### config.mk
export PLATFORM = sky130hd
export DESIGN_NAME = utc_seconds_to_calendar_unit
export DESIGN_NICKNAME = d
export VERILOG_FILES = /design/src/rtl/utccal_pkg.sv /design/src/rtl/utccal_front.sv /design/src/rtl/utccal_fifo.sv /design/src/rtl/utccal_back.sv /design/src/rtl/utc_seconds_to_calendar_unit.sv
export SDC_FILE = /design/constraint.sdc
export NUM_CORES = 2
export LEC_CHECK = 0
export BUFFER_PORTS_ARGS = -buffer_cell sky130_fd_sc_hd__buf_2
export CAP_MARGIN = 20
export CELL_PAD_IN_SITES_DETAIL_PLACEMENT = 1
export CELL_PAD_IN_SITES_GLOBAL_PLACEMENT = 1
export CORE_MARGIN = 2
export CORE_UTILIZATION = 25
export DETAILED_ROUTE_END_ITERATION = 8
export HOLD_SLACK_MARGIN = 0.03
export PLACE_DENSITY_LB_ADDON = 0.2
export SLEW_MARGIN = 20
export SYNTH_ARGS = -nofsm -noshare
export SYNTH_HDL_FRONTEND = slang
export SYNTH_SLANG_ARGS = --single-unit
### constraint.sdc
create_clock -name clk -period 13.4 [get_ports clk]
set_input_delay 1.34 -clock clk [delete_from_list [all_inputs] [get_ports clk]]
set_output_delay 1.34 -clock clk [all_outputs]
set_load 0.005 [all_outputs]
### src/rtl/utccal_pkg.sv
// Package for the UTC seconds-to-calendar block: queue entry and status types,
// reciprocal constants for the constant divisions, and the month start tables.
// No dependencies; used by every module of the block except the port-level checker.
`default_nettype none

package utccal_pkg;

  // Stream widths
  localparam int unsigned IN_W  = 32;
  localparam int unsigned OUT_W = 48;

  // Seconds to days: x = seconds >> 7, days = x / 675
  localparam logic [24:0] DAY_RECIP = 25'd25451658;  // floor(2^34 / 675)
  localparam int unsigned DAY_SHIFT = 34;
  localparam logic [9:0]  DAY_DIV   = 10'd675;

  // Days to four-year periods
  localparam logic [15:0] QUAD_RECIP = 16'd45933;    // floor(2^26 / 1461)
  localparam logic [10:0] QUAD_DAYS  = 11'd1461;

  // Year boundaries inside one period (1970-style: normal, normal, leap, normal)
  localparam logic [10:0] YEAR1_DAY = 11'd365;
  localparam logic [10:0] YEAR2_DAY = 11'd730;
  localparam logic [10:0] YEAR3_DAY = 11'd1096;
  localparam logic [7:0]  FIRST_YEAR = 8'd70;

  // Weekday: (days + 4) mod 7, epoch day was a Thursday
  localparam logic [15:0] WEEK_RECIP    = 16'd37449; // floor(2^18 / 7)
  localparam logic [2:0]  WEEK_DAYS     = 3'd7;
  localparam logic [2:0]  FIRST_WEEKDAY = 3'd4;

  // Seconds of day to hours, seconds of hour to minutes
  localparam logic [10:0] HOUR_RECIP = 11'd1165;     // floor(2^22 / 3600)
  localparam logic [11:0] HOUR_SECS  = 12'd3600;
  localparam logic [6:0]  MIN_RECIP  = 7'd68;        // floor(2^12 / 60)
  localparam logic [5:0]  MIN_SECS   = 6'd60;

  // First day of year (0-based) of each month
  localparam logic [8:0] MONTH_START_NORM [12] = '{
    9'd0, 9'd31, 9'd59, 9'd90, 9'd120, 9'd151,
    9'd181, 9'd212, 9'd243, 9'd273, 9'd304, 9'd334
  };
  localparam logic [8:0] MONTH_START_LEAP [12] = '{
    9'd0, 9'd31, 9'd60, 9'd91, 9'd121, 9'd152,
    9'd182, 9'd213, 9'd244, 9'd274, 9'd305, 9'd335
  };

  // Queue entry: sign flag, day count and second of day
  typedef struct packed {
    logic        neg;
    logic [14:0] days;
    logic [16:0] sod;
  } utccal_day_t;

  // Queue status seen by both sides
  typedef struct packed {
    logic full;
    logic empty;
  } utccal_fifo_stat_t;

endpackage

`default_nettype wire

### src/rtl/utccal_front.sv
// Front end: accepts timestamps and splits them into day count and second of day.
// Depends on utccal_pkg; feeds utccal_fifo.
`default_nettype none

module utccal_front (
  input  logic                           clk,
  input  logic                           rst,
  input  logic                           in_valid,
  output logic                           in_ready,
  input  logic [31:0]                    in_data,
  input  utccal_pkg::utccal_fifo_stat_t  q_stat,
  output logic                           q_push,
  output utccal_pkg::utccal_day_t        q_data
);

  logic        en;
  logic        v1, v2;
  logic        neg1, neg2;
  logic [23:0] x1;
  logic [10:0] x2;
  logic [6:0]  low1, low2;
  logic [48:0] prod1;
  logic [14:0] q2;
  logic [24:0] qp2;
  logic [10:0] r_raw;
  logic [10:0] r_fix;
  logic [14:0] days;

  // Pipeline advances unless a finished item cannot enter the queue
  assign en       = !v2 || !q_stat.full;
  assign in_ready = en;
  assign q_push   = v2 && !q_stat.full;

  always_ff @(posedge clk) begin
    if (rst) begin
      v1 <= 1'b0;
      v2 <= 1'b0;
    end else if (en) begin
      v1 <= in_valid;
      v2 <= v1;
    end
  end

  // Stage 1: reciprocal multiply of seconds/128 by 1/675
  always_ff @(posedge clk) begin
    if (en) begin
      neg1  <= in_data[31];
      x1    <= in_data[30:7];
      low1  <= in_data[6:0];
      prod1 <= 49'(in_data[30:7]) * 49'(utccal_pkg::DAY_RECIP);
    end
  end

  // Stage 2: estimated quotient times divisor
  always_ff @(posedge clk) begin
    if (en) begin
      neg2 <= neg1;
      x2   <= x1[10:0];
      low2 <= low1;
      q2   <= prod1[48:utccal_pkg::DAY_SHIFT];
      qp2  <= 25'(prod1[48:utccal_pkg::DAY_SHIFT]) * 25'(utccal_pkg::DAY_DIV);
    end
  end

  // Correction: estimate is exact or one short; remainder fits in 11 bits
  always_comb begin
    r_raw = x2 - qp2[10:0];
    if (r_raw >= 11'(utccal_pkg::DAY_DIV)) begin
      days  = q2 + 15'd1;
      r_fix = r_raw - 11'(utccal_pkg::DAY_DIV);
    end else begin
      days  = q2;
      r_fix = r_raw;
    end
    q_data.neg  = neg2;
    q_data.days = days;
    q_data.sod  = {r_fix[9:0], low2};
  end

endmodule

`default_nettype wire

### src/rtl/utccal_fifo.sv
// Four-entry queue between the front end and the calendar back end.
// Depends on utccal_pkg.
`default_nettype none

module utccal_fifo (
  input  logic                           clk,
  input  logic                           rst,
  input  logic                           push,
  input  utccal_pkg::utccal_day_t        wdata,
  input  logic                           pop,
  output utccal_pkg::utccal_day_t        rdata,
  output utccal_pkg::utccal_fifo_stat_t  stat
);

  utccal_pkg::utccal_day_t mem [4];
  logic [1:0] wr_ptr;
  logic [1:0] rd_ptr;
  logic [2:0] count;
  logic       do_push;
  logic       do_pop;

  assign stat.full  = (count == 3'd4);
  assign stat.empty = (count == 3'd0);
  assign do_push    = push && !stat.full;
  assign do_pop     = pop && !stat.empty;
  assign rdata      = mem[rd_ptr];

  // Pointers and fill level
  always_ff @(posedge clk) begin
    if (rst) begin
      wr_ptr <= 2'd0;
      rd_ptr <= 2'd0;
      count  <= 3'd0;
    end else begin
      if (do_push) wr_ptr <= wr_ptr + 2'd1;
      if (do_pop)  rd_ptr <= rd_ptr + 2'd1;
      count <= count + 3'(do_push) - 3'(do_pop);
    end
  end

  // Entry storage
  always_ff @(posedge clk) begin
    if (do_push) mem[wr_ptr] <= wdata;
  end

endmodule

`default_nettype wire

### src/rtl/utccal_back.sv
// Back end: turns day count and second of day into calendar fields.
// Depends on utccal_pkg; drains utccal_fifo and drives the result stream.
`default_nettype none

module utccal_back (
  input  logic                           clk,
  input  logic                           rst,
  input  utccal_pkg::utccal_fifo_stat_t  q_stat,
  input  utccal_pkg::utccal_day_t        q_data,
  output logic                           q_pop,
  output logic                           out_valid,
  input  logic                           out_ready,
  output logic [47:0]                    out_data,
  output logic                           out_user
);

  logic en;
  logic v1, v2, v3, v4, v5;
  logic neg1, neg2, neg3, neg4, neg5;

  // stage 1
  logic [14:0] days1;
  logic [14:0] w1;
  logic [16:0] sod1;
  logic [30:0] pq1, pw1;
  logic [27:0] ph1;
  logic [14:0] w_in;
  // stage 2
  logic [11:0] days2;
  logic [3:0]  w2;
  logic [12:0] sod2;
  logic [4:0]  qq2;
  logic [14:0] qpq2;
  logic [12:0] qw2;
  logic [14:0] qpw2;
  logic [4:0]  qh2;
  logic [16:0] qph2;
  // stage 3
  logic [4:0]  quads3;
  logic [10:0] remd3;
  logic [2:0]  wday3;
  logic [4:0]  hour3;
  logic [11:0] rems3;
  logic [11:0] rd;
  logic [3:0]  rw;
  logic [12:0] rh;
  logic [4:0]  quads_c;
  logic [10:0] remd_c;
  logic [2:0]  wday_c;
  logic [4:0]  hour_c;
  logic [11:0] rems_c;
  // stage 4
  logic [7:0]  year4;
  logic [8:0]  yday4;
  logic        leap4;
  logic [2:0]  wday4;
  logic [4:0]  hour4;
  logic [11:0] rems4;
  logic [18:0] pm4;
  logic [1:0]  yoff_c;
  logic [8:0]  yday_c;
  logic        leap_c;
  // stage 5
  logic [7:0]  year5;
  logic [3:0]  mon5;
  logic [4:0]  mday5;
  logic [8:0]  yday5;
  logic [2:0]  wday5;
  logic [4:0]  hour5;
  logic [6:0]  rems5;
  logic [5:0]  qm5;
  logic [11:0] qpm5;
  logic [3:0]  mon_c;
  logic [8:0]  mstart_c;
  logic [4:0]  mday_c;
  // output
  logic [6:0]  rm;
  logic [5:0]  min_c;
  logic [5:0]  sec_c;

  // Whole pipeline moves when the output register is free or being taken
  assign en    = !out_valid || out_ready;
  assign q_pop = en && !q_stat.empty;

  always_ff @(posedge clk) begin
    if (rst) begin
      v1        <= 1'b0;
      v2        <= 1'b0;
      v3        <= 1'b0;
      v4        <= 1'b0;
      v5        <= 1'b0;
      out_valid <= 1'b0;
    end else if (en) begin
      v1        <= !q_stat.empty;
      v2        <= v1;
      v3        <= v2;
      v4        <= v3;
      v5        <= v4;
      out_valid <= v5;
    end
  end

  // Stage 1: reciprocal multiplies for periods, weekday and hours
  assign w_in = q_data.days + 15'(utccal_pkg::FIRST_WEEKDAY);

  always_ff @(posedge clk) begin
    if (en) begin
      neg1  <= q_data.neg;
      days1 <= q_data.days;
      w1    <= w_in;
      sod1  <= q_data.sod;
      pq1   <= 31'(q_data.days) * 31'(utccal_pkg::QUAD_RECIP);
      pw1   <= 31'(w_in) * 31'(utccal_pkg::WEEK_RECIP);
      ph1   <= 28'(q_data.sod) * 28'(utccal_pkg::HOUR_RECIP);
    end
  end

  // Stage 2: estimated quotients times divisors
  always_ff @(posedge clk) begin
    if (en) begin
      neg2  <= neg1;
      days2 <= days1[11:0];
      w2    <= w1[3:0];
      sod2  <= sod1[12:0];
      qq2   <= pq1[30:26];
      qpq2  <= 15'(pq1[30:26]) * 15'(utccal_pkg::QUAD_DAYS);
      qw2   <= pw1[30:18];
      qpw2  <= 15'(pw1[30:18]) * 15'(utccal_pkg::WEEK_DAYS);
      qh2   <= ph1[26:22];
      qph2  <= 17'(ph1[26:22]) * 17'(utccal_pkg::HOUR_SECS);
    end
  end

  // Stage 3: remainders with one-step correction
  always_comb begin
    rd = days2 - qpq2[11:0];
    if (rd >= 12'(utccal_pkg::QUAD_DAYS)) begin
      quads_c = qq2 + 5'd1;
      remd_c  = 11'(rd - 12'(utccal_pkg::QUAD_DAYS));
    end else begin
      quads_c = qq2;
      remd_c  = rd[10:0];
    end
    rw = w2 - qpw2[3:0];
    if (rw >= 4'(utccal_pkg::WEEK_DAYS)) wday_c = 3'(rw - 4'(utccal_pkg::WEEK_DAYS));
    else                                 wday_c = rw[2:0];
    rh = sod2 - qph2[12:0];
    if (rh >= 13'(utccal_pkg::HOUR_SECS)) begin
      hour_c = qh2 + 5'd1;
      rems_c = 12'(rh - 13'(utccal_pkg::HOUR_SECS));
    end else begin
      hour_c = qh2;
      rems_c = rh[11:0];
    end
  end

  always_ff @(posedge clk) begin
    if (en) begin
      neg3   <= neg2;
      quads3 <= quads_c;
      remd3  <= remd_c;
      wday3  <= wday_c;
      hour3  <= hour_c;
      rems3  <= rems_c;
    end
  end

  // Stage 4: year inside the period, minute reciprocal multiply
  always_comb begin
    if (remd3 < utccal_pkg::YEAR1_DAY) begin
      yoff_c = 2'd0;
      yday_c = remd3[8:0];
      leap_c = 1'b0;
    end else if (remd3 < utccal_pkg::YEAR2_DAY) begin
      yoff_c = 2'd1;
      yday_c = 9'(remd3 - utccal_pkg::YEAR1_DAY);
      leap_c = 1'b0;
    end else if (remd3 < utccal_pkg::YEAR3_DAY) begin
      yoff_c = 2'd2;
      yday_c = 9'(remd3 - utccal_pkg::YEAR2_DAY);
      leap_c = 1'b1;
    end else begin
      yoff_c = 2'd3;
      yday_c = 9'(remd3 - utccal_pkg::YEAR3_DAY);
      leap_c = 1'b0;
    end
  end

  always_ff @(posedge clk) begin
    if (en) begin
      neg4  <= neg3;
      year4 <= {1'b0, quads3, 2'b00} + 8'(yoff_c) + utccal_pkg::FIRST_YEAR;
      yday4 <= yday_c;
      leap4 <= leap_c;
      wday4 <= wday3;
      hour4 <= hour3;
      rems4 <= rems3;
      pm4   <= 19'(rems3) * 19'(utccal_pkg::MIN_RECIP);
    end
  end

  // Stage 5: month by compare against month starts, minute estimate
  always_comb begin
    mon_c = 4'd0;
    for (int k = 1; k < 12; k++) begin
      if (leap4) begin
        if (utccal_pkg::MONTH_START_LEAP[k] <= yday4) mon_c = mon_c + 4'd1;
      end else begin
        if (utccal_pkg::MONTH_START_NORM[k] <= yday4) mon_c = mon_c + 4'd1;
      end
    end
    mstart_c = leap4 ? utccal_pkg::MONTH_START_LEAP[mon_c]
                     : utccal_pkg::MONTH_START_NORM[mon_c];
    mday_c   = 5'(yday4 - mstart_c + 9'd1);
  end

  always_ff @(posedge clk) begin
    if (en) begin
      neg5  <= neg4;
      year5 <= year4;
      mon5  <= mon_c;
      mday5 <= mday_c;
      yday5 <= yday4;
      wday5 <= wday4;
      hour5 <= hour4;
      rems5 <= rems4[6:0];
      qm5   <= pm4[17:12];
      qpm5  <= 12'(pm4[17:12]) * 12'(utccal_pkg::MIN_SECS);
    end
  end

  // Minute correction and output register; negative input gives all zero
  always_comb begin
    rm = rems5 - qpm5[6:0];
    if (rm >= 7'(utccal_pkg::MIN_SECS)) begin
      min_c = qm5 + 6'd1;
      sec_c = 6'(rm - 7'(utccal_pkg::MIN_SECS));
    end else begin
      min_c = qm5;
      sec_c = rm[5:0];
    end
  end

  always_ff @(posedge clk) begin
    if (en) begin
      out_user <= !neg5;
      if (neg5) out_data <= '0;
      else      out_data <= {2'b00, sec_c, min_c, hour5, wday5, yday5, mday5, mon5, year5};
    end
  end

endmodule

`default_nettype wire

### src/rtl/utc_seconds_to_calendar_unit.sv
// Top level of the UTC seconds-to-calendar converter.
// Depends on utccal_pkg, utccal_front, utccal_fifo and utccal_back.
//
// Usage:
//   s_axis carries one signed 32-bit count of seconds since 1970-01-01 UTC per
//   transfer. m_axis returns one broken-down calendar result per input, in order.
//   m_axis_tuser is 1 for a converted time and 0 for a negative count, in which
//   case all of m_axis_tdata is zero.
//   Throughput is one item per cycle while m_axis is not stalled. From the input
//   transfer to m_axis_tvalid, an item passes through the register chain: 2 front
//   stages, the queue write, then 5 back stages and the output register; the
//   input edge loads the first of them.
//   A four-entry queue sits between the front and back pipelines, so input
//   transfers keep being taken while the receiver holds m_axis_tready low,
//   until the queue and front stages fill; then s_axis_tready drops.
//   A result held on m_axis stays stable until it is taken.
//   Synchronous reset empties the pipelines and the queue; there is no other
//   state and no clearing pass.
`default_nettype none

module utc_seconds_to_calendar_unit (
  input  logic        clk,
  input  logic        rst,
  input  logic        s_axis_tvalid,
  output logic        s_axis_tready,
  // [31:0] epoch_seconds
  input  logic [31:0] s_axis_tdata,
  output logic        m_axis_tvalid,
  input  logic        m_axis_tready,
  // [7:0] year_since_1900, [11:8] month, [16:12] day_of_month,
  // [25:17] day_of_year, [28:26] weekday, [33:29] hour, [39:34] minute,
  // [45:40] second, [47:46] zero
  output logic [47:0] m_axis_tdata,
  // [0] valid_res
  output logic        m_axis_tuser
);

  utccal_pkg::utccal_day_t       push_data;
  utccal_pkg::utccal_day_t       pop_data;
  utccal_pkg::utccal_fifo_stat_t q_stat;
  logic                          push;
  logic                          pop;

  utccal_front u_front (
    .clk      (clk),
    .rst      (rst),
    .in_valid (s_axis_tvalid),
    .in_ready (s_axis_tready),
    .in_data  (s_axis_tdata),
    .q_stat   (q_stat),
    .q_push   (push),
    .q_data   (push_data)
  );

  utccal_fifo u_fifo (
    .clk   (clk),
    .rst   (rst),
    .push  (push),
    .wdata (push_data),
    .pop   (pop),
    .rdata (pop_data),
    .stat  (q_stat)
  );

  utccal_back u_back (
    .clk       (clk),
    .rst       (rst),
    .q_stat    (q_stat),
    .q_data    (pop_data),
    .q_pop     (pop),
    .out_valid (m_axis_tvalid),
    .out_ready (m_axis_tready),
    .out_data  (m_axis_tdata),
    .out_user  (m_axis_tuser)
  );

endmodule

`default_nettype wire

Yosys cells after proc, flatten, opt, wreduce, memory -nomap -nowiden

Memory sizes are Yosys's and may differ from the RTL's. A register that Yosys moved wholly into a read port is not among the register bits.
Cells that the tools add are included.
Widths: inputs -> output; s select.

$add $sub $neg: 36
Multiply operators: 10
Order comparisons: 30
Equality and inequality tests: 1
Mux-type cells: 56
Bitwise operators: 1
Reductions and logical operators: 13

Operators with widths:

| operator               | count |
|---|---|
| $mux 4                 | 30 |
| $le 8x9->1 const A     | 8 |
| $mul 15x16->31 const B | 2 |
| $le 9x9->1 const A     | 6 |
| $mul 24x24->48 const B | 1 |
| $add 4x1->4 const B    | 9 |
| $le 7x9->1 const A     | 4 |
| $mux 5                 | 7 |
| $mul 17x11->27 const B | 1 |
| $mux 9                 | 3 |
| $le 6x9->1 const A     | 2 |
| $mul 12x5->16 const B  | 1 |
| $add 15x1->15 const B  | 1 |
| $add 15x3->15 const B  | 1 |
| $add 5x1->5 const B    | 3 |
| $mul 15x10->11 const B | 1 |
| $mux 15                | 1 |
| $ge 13x12->1 const B   | 1 |
| $mul 13x3->4 const B   | 1 |
| $sub 13x13->13         | 1 |
| $ge 12x11->1 const B   | 1 |
| $mul 5x11->12 const B  | 1 |
| $mux 12                | 1 |
| $mux 6                 | 2 |
| other kinds (42)       | 58 |

Register bits: 500
Bits in writable memories: 132
ROM bits: 288
Input bits: 36
Word-level logic and storage cells: 213
Memories kept: 3

Memory list:

| name            | words | bits a word | rd ports | clocked after Yosys merged registers in | wr ports | RTL line           | text |
|---|---|---|---|---|---|---|---|
| (no name shown) | 16    | 9           | 1        | 0                                       | 0        | utccal_back.sv:213 | `: utccal_pkg::MONTH_START_NORM[mon_c];` |
| (no name shown) | 16    | 9           | 1        | 0                                       | 0        | utccal_back.sv:212 | `mstart_c = leap4 ? utccal_pkg::MONTH_START_LEAP[mon_c]` |
| u_fifo.mem      | 4     | 33          | 1        | 1                                       | 1        | utccal_fifo.sv:15  | `utccal_pkg::utccal_day_t mem [4];` |

Longest topological paths before layout

Word-level depth: 39
Gate-level depth with buffers: 46

Cells and area by module

A second synthesis with hierarchy kept.

Cells, all modules: 3380
Area, all modules: 41059.4 um2

By module, submodules not included:

| module       | instances | cells an instance | area each (um2) | sequential area each (um2) |
|---|---|---|---|---|
| utccal_back  | 1         | 1953              | 22741.8         | 8318.0 |
| utccal_front | 1         | 1203              | 13031.2         | 2382.3 |
| utccal_fifo  | 1         | 224               | 5286.3          | 4144.0 |

Least setup slack after synthesis

No wires, ideal clock.

Kind: register to register
Start: register u_back.yday4[3]
End: register u_back.mday5[4] (data pin)
Library setup time: 0.260 ns
Arrival time: 9.072 ns
Data required time: 13.140 ns
Slack: 4.068 ns
Cell stages (with the launch flop): 42
Buffers on the path: 1
Clock period less this slack: 9.332 ns
Cell sequence: edfxtp_1 clkbuf_1 and4_1 a2111o_1 ha_1 mux2i_2 inv_1 ha_1 and2_1 a211oi_1 mux2i_1 ha_1 nand2_1 o41ai_1 a311oi_1 and3_1 mux2i_1 xnor2_1 [... 6 more ...] ha_1 a21boi_0 o21a_1 a41o_1 a21oi_2 inv_1 ha_1 mux2i_1 inv_1 ha_1 mux2_2 o221ai_1 ha_1 ha_1 a21o_1 a21oi_1 xnor2_1 xnor2_1

Longest elaborated chain between the ends: 39
Elaborated cells on any way between the ends: 72

Ends and longest elaborated chain:

| element                                | RTL line                               | text |
|---|---|---|
| start: declaration                     | utccal_back.sv:54                      | `logic [8:0] yday4;` |
| start signal: assignment               | utccal_back.sv:193                     | `yday4 <= yday_c;` |
| $le 5x9->1                             | utccal_back.sv:207, utccal_back.sv:209 |  |
| $mux 1                                 | utccal_back.sv:207, utccal_back.sv:209 |  |
| $add 1x1->2                            | utccal_back.sv:207, utccal_back.sv:209 |  |
| $mux 4 (on tied branches)              | utccal_back.sv:209, utccal_back.sv:207 |  |
| $mux 4                                 | utccal_back.sv:206                     | `if (leap4) begin` |
| $add 4x1->4                            | utccal_back.sv:207, utccal_back.sv:209 |  |
| $mux 4 (on tied branches)              | utccal_back.sv:209, utccal_back.sv:207 |  |
| $mux 4                                 | utccal_back.sv:206                     |  |
| [... 24 more ...]                      | -                                      |  |
| net u_back.mon_c[1]                    | utccal_back.sv:73                      | `logic [3:0] mon_c;` |
| $not 4->5 (not written as such) *      | utccal_back.sv:212, utccal_back.sv:213 |  |
| $mem_v2 16x9 (on tied branches)        | -                                      |  |
| $mux 5 (on tied branches) (2 in a row) | utccal_back.sv:213, utccal_back.sv:212 |  |
| $mux 5 *                               | utccal_back.sv:212                     |  |
| $sub 5x5->5 *                          | utccal_back.sv:214                     | `mday_c = 5'(yday4 - mstart_c + 9'd1);` |
| $add 5x1->5 *                          | utccal_back.sv:214                     |  |
| net u_back.mday_c[4]                   | utccal_back.sv:75                      | `logic [4:0] mday_c;` |
| end signal: assignment                 | utccal_back.sv:222                     | `mday5 <= mday_c;` |
| end: declaration                       | utccal_back.sv:66                      | `logic [4:0] mday5;` |

Mark *: on every way through the listed nets, which the timed path passes. The rest lies on a longest branch. The select of a mux whose other input is x is not followed.
A chain may end at the register's enable or synchronous reset.

Final worst setup path

Start: register u_back.yday4[7]
End: register u_back.mday5[4] (data pin)

Same word-level chain as after synthesis.

==> results_dict.tcl <==
set metrics [dict create \
    outcome "finished clean" \
    fp.dieW_um 403 \
    min_from "u_back.neg4" \
    drive_gt1_share_pct 8.08 \
    async_flop_share_pct 0 \
    place_ws_ns 2.66 \
    syn_area_sq_mm 0.0398 \
    grt_max_degree 84 \
    end_kind "flop" \
    post_drt_wl_per_cell_um 15.8 \
    max-clock-path-buffers 3 \
    fmax_ghz 0.0935 \
    grt_pass1_vias 25700 \
    slew_violations 0 \
    r2r_cells 41 \
    drtAntennaViolNets 0 \
    startpoint "u_back.yday4[7]" \
    path_max_fanout 12 \
    tritoncts "built" \
    max_stage_delay_ns 0.62 \
    regArea_sq_mm 0.0148 \
    wl_um 85600 \
    relSlewSlack_pct 27.7 \
    cpMostUsedCell "ha_1" \
    tightest_slew_ns 1.06 \
    cp.required_ns 13.83 \
    vias_per_cell 4.21 \
    rsz0062_at_grt "false" \
    yosysWarningCount 0 \
    synth_cell_types 89 \
    path_class "reg2reg" \
    drc 0 \
    cts_hold_buffers 0 \
    cp-start-kind "flop" \
    clock-sinks 500 \
    worst-path-stages 41 \
    clk_latency_ns 0.68 \
    cp.buffers_inverters 3 \
    fin_skew_ns 0.0602 \
    cp_data_arrival_time_ns 11.13 \
    vias 22800 \
    globalplace.congestion 0.758 \
    portBuffers 84 \
    core_area_sq_mm 0.158 \
    place_inst 5315 \
    cts_root_buf "clkbuf_16" \
    hold_viol 0 \
    drv_cap 0 \
    dpl.hpwl_um 66500 \
    crit_family "compound AO/OA/AOI/OAI gates" \
    busiest_layer "met2" \
    met1_usage_pct 14.2 \
    die_h_um 403 \
    post_cts_buffers 0 \
    multi_input_area_sq_mm 0.0227 \
    setup_viol 0 \
    post-route-period-util_pct 79.9 \
    synth_edf_count 483 \
    clkTransAtPathRegs_ns 0.06 \
    io_pins 87 \
    overflow 0 \
    finalSetupTns_ns 0 \
    antenna_found_initial 3 \
    area_delta_synth_final_pct 12.5 \
    reg2reg_slack_ns 2.70 \
    cts_resized 0 \
    syn_area_per_cell_sq_um 12.5 \
    ys_ff_latch 500 \
    reg2reg_from "u_back.yday4[7]" \
    numCtsBuffers 59 \
    grt_usage_pct 10.9 \
    final_nets 4372 \
    cp_slowest_cell "edfxtp_1" \
    dieArea_sq_mm 0.163 \
    rows 146 \
    initial_core_util_pct 25.2 \
    r2r_end "u_back.mday5[4]" \
    fin_crit_ns 10.70 \
    postLayoutCoreUtil_pct 28.3 \
    layout_setup_ws_ns 2.70 \
    grtUsageMet3_pct 1.45 \
    use_met2_pct 19.4 \
    final_cells 5427 \
    synth_ff_type "edfxtp_1" \
    min_path_type "reg2reg" \
    ys_seq_area_share_pct 37.3 \
    crit_path_end "u_back.mday5[4]" \
    synthCells 3185 \
    dr.pass1.iters 5 \
    htreeDepth 2 \
    fill_cells 17300 \
    drt-initial-drc-count 736 \
    grt_pass1_wl_um 141000 \
]
==> cells in the final DEF, fill, tap and decap left out, types with 13 or more instances in the layout <==
master	count
o21ai_0	68
nor2b_1	58
fa_1	312
nand2b_1	18
xor2_1	59
buf_2	84
ha_1	719
o21a_1	15
buf_4	13
o21bai_1	18
xnor2_1	147
nor3_1	38
nand4_1	18
nand2_1	69
dfxtp_1	16
clkinv_1	16
inv_1	582
a21oi_1	86
mux4_2	33
mux2i_1	13
nor2_1	126
a21o_1	50
clkbuf_16	59
edfxtp_1	483
nand3_1	22
==> Yosys cell counts, drive strengths merged, types with 4 or more instances <==
master   count  area [sq um]
and2         8          50.1
inv        585          2200
buf         14          86.3
or3          5          31.3
ha         719          9000
nor3        38           190
or2          6          37.5
a211o        6          52.6
edfxtp     483         14500
and3        11          68.8
a21boi      12          90.1
nor2       127           484
o21a        15           113
or4b         4          43.8
xnor2      151          1360
o21bai      18           135
fa         312          6250
nor2b       58           363
a2111oi      4          35.0
mux2i       14           144
xor2        59           517
nand2b      18           113
a31oi       12          75.1
xnor3        4          92.6
o211a        4          40.0
nor4b        8           100
dfxtp       17           340
nor4         8          50.1
mux4        33           743
mux2        10           113
nand3b       7          52.6
o2111ai      4          35.0
clkbuf      26          97.6
a41o         4          40.0
a21oi       87           439
nand3       26           153
a211oi      10          75.1
nand4       18           113
nand2       69           259
o21ai       70           350
a21o        50           375
==> worst min-delay path by stage <==
stage / end / slack (ns) / depth (start not counted)
after floorplan: u_back.days2[10] / 0.40 / 0
after global placement: u_back.days2[3] / 0.40 / 0
after detailed placement: u_back.year5[5] / 0.41 / 0
after CTS: u_back.neg5 / 0.37 / 0
after global routing: u_back.neg5 / 0.38 / 0
final: u_back.neg5 / 0.39 / 0
==> state kept, by name, indices dropped and copies added (netlist names), 8 cells and up, named ones only <==
name / count
u_fifo.mem: 132
u_back.out_data: 46
u_front.prod1: 15
u_front.q2: 14
u_back.sod2: 13
u_back.qpq2: 12
u_back.rems3: 12
u_back.remd3: 11
u_back.sod1: 11
u_front.qp2: 11
u_front.x1: 11
u_front.x2: 11
u_back.days1: 10
u_back.days2: 10
u_back.yday4: 9
u_back.yday5: 9
u_back.year4: 8
u_back.year5: 8
==> layout make-up <==
class                      count  area share, %
multi-input combinational   2059           50.5
tap                         2072           5.78
antenna                        1        0.00558
timing repair buffer          98           1.22
clock buffer                  66           3.35
inverter                     587           4.94
sequential                   500           33.1
clock inverter                44           1.04
==> logic make-up after synthesis <==
logic type	Yosys count	share of synthesized area, %
fa+ha+maj	1031	38.3
buf+inv	627	6.00
flops	500	37.3
simple gates	423	5.55
compound gates	332	5.48
xor+xnor	214	4.93
mux	57	2.51
other cells	1	0.00941
==> metrics by stage <==
stage	hold slack, ns	cell area [sq um]
after floorplan	0.400	39800
after global routing	0.381	44800
final	0.386	44800
after detailed placement	0.405	42800
after CTS	0.367	44800
after global placement	0.401	42800
==> layer usage <==
metal / up-vias / part of all wire, %
met4: 0 / 1.4
met2: 197 / 50
met5: - / 0
met3: 76 / 2.8
li1: 11200 / -
met1: 11400 / 46
==> worst register-to-register path: cells and delay by family (launching register included) <==
| family | cells | cell delay, ns |
|---|---|---|
| flip-flops | 1 | 0.62 |
| buffers and inverters | 3 | 0.55 |
| AND/OR/NAND/NOR | 6 | 1.54 |
| multiplexers | 6 | 1.89 |
| AO/OA/AOI/OAI | 14 | 2.86 |
| XOR/XNOR | 4 | 0.46 |
| adder cells (fa/ha/maj) | 8 | 2.56 |
Power is left out: the tool's default activity adds up to more than one toggle a clock period on the data nets, which glitch-free logic cannot reach.
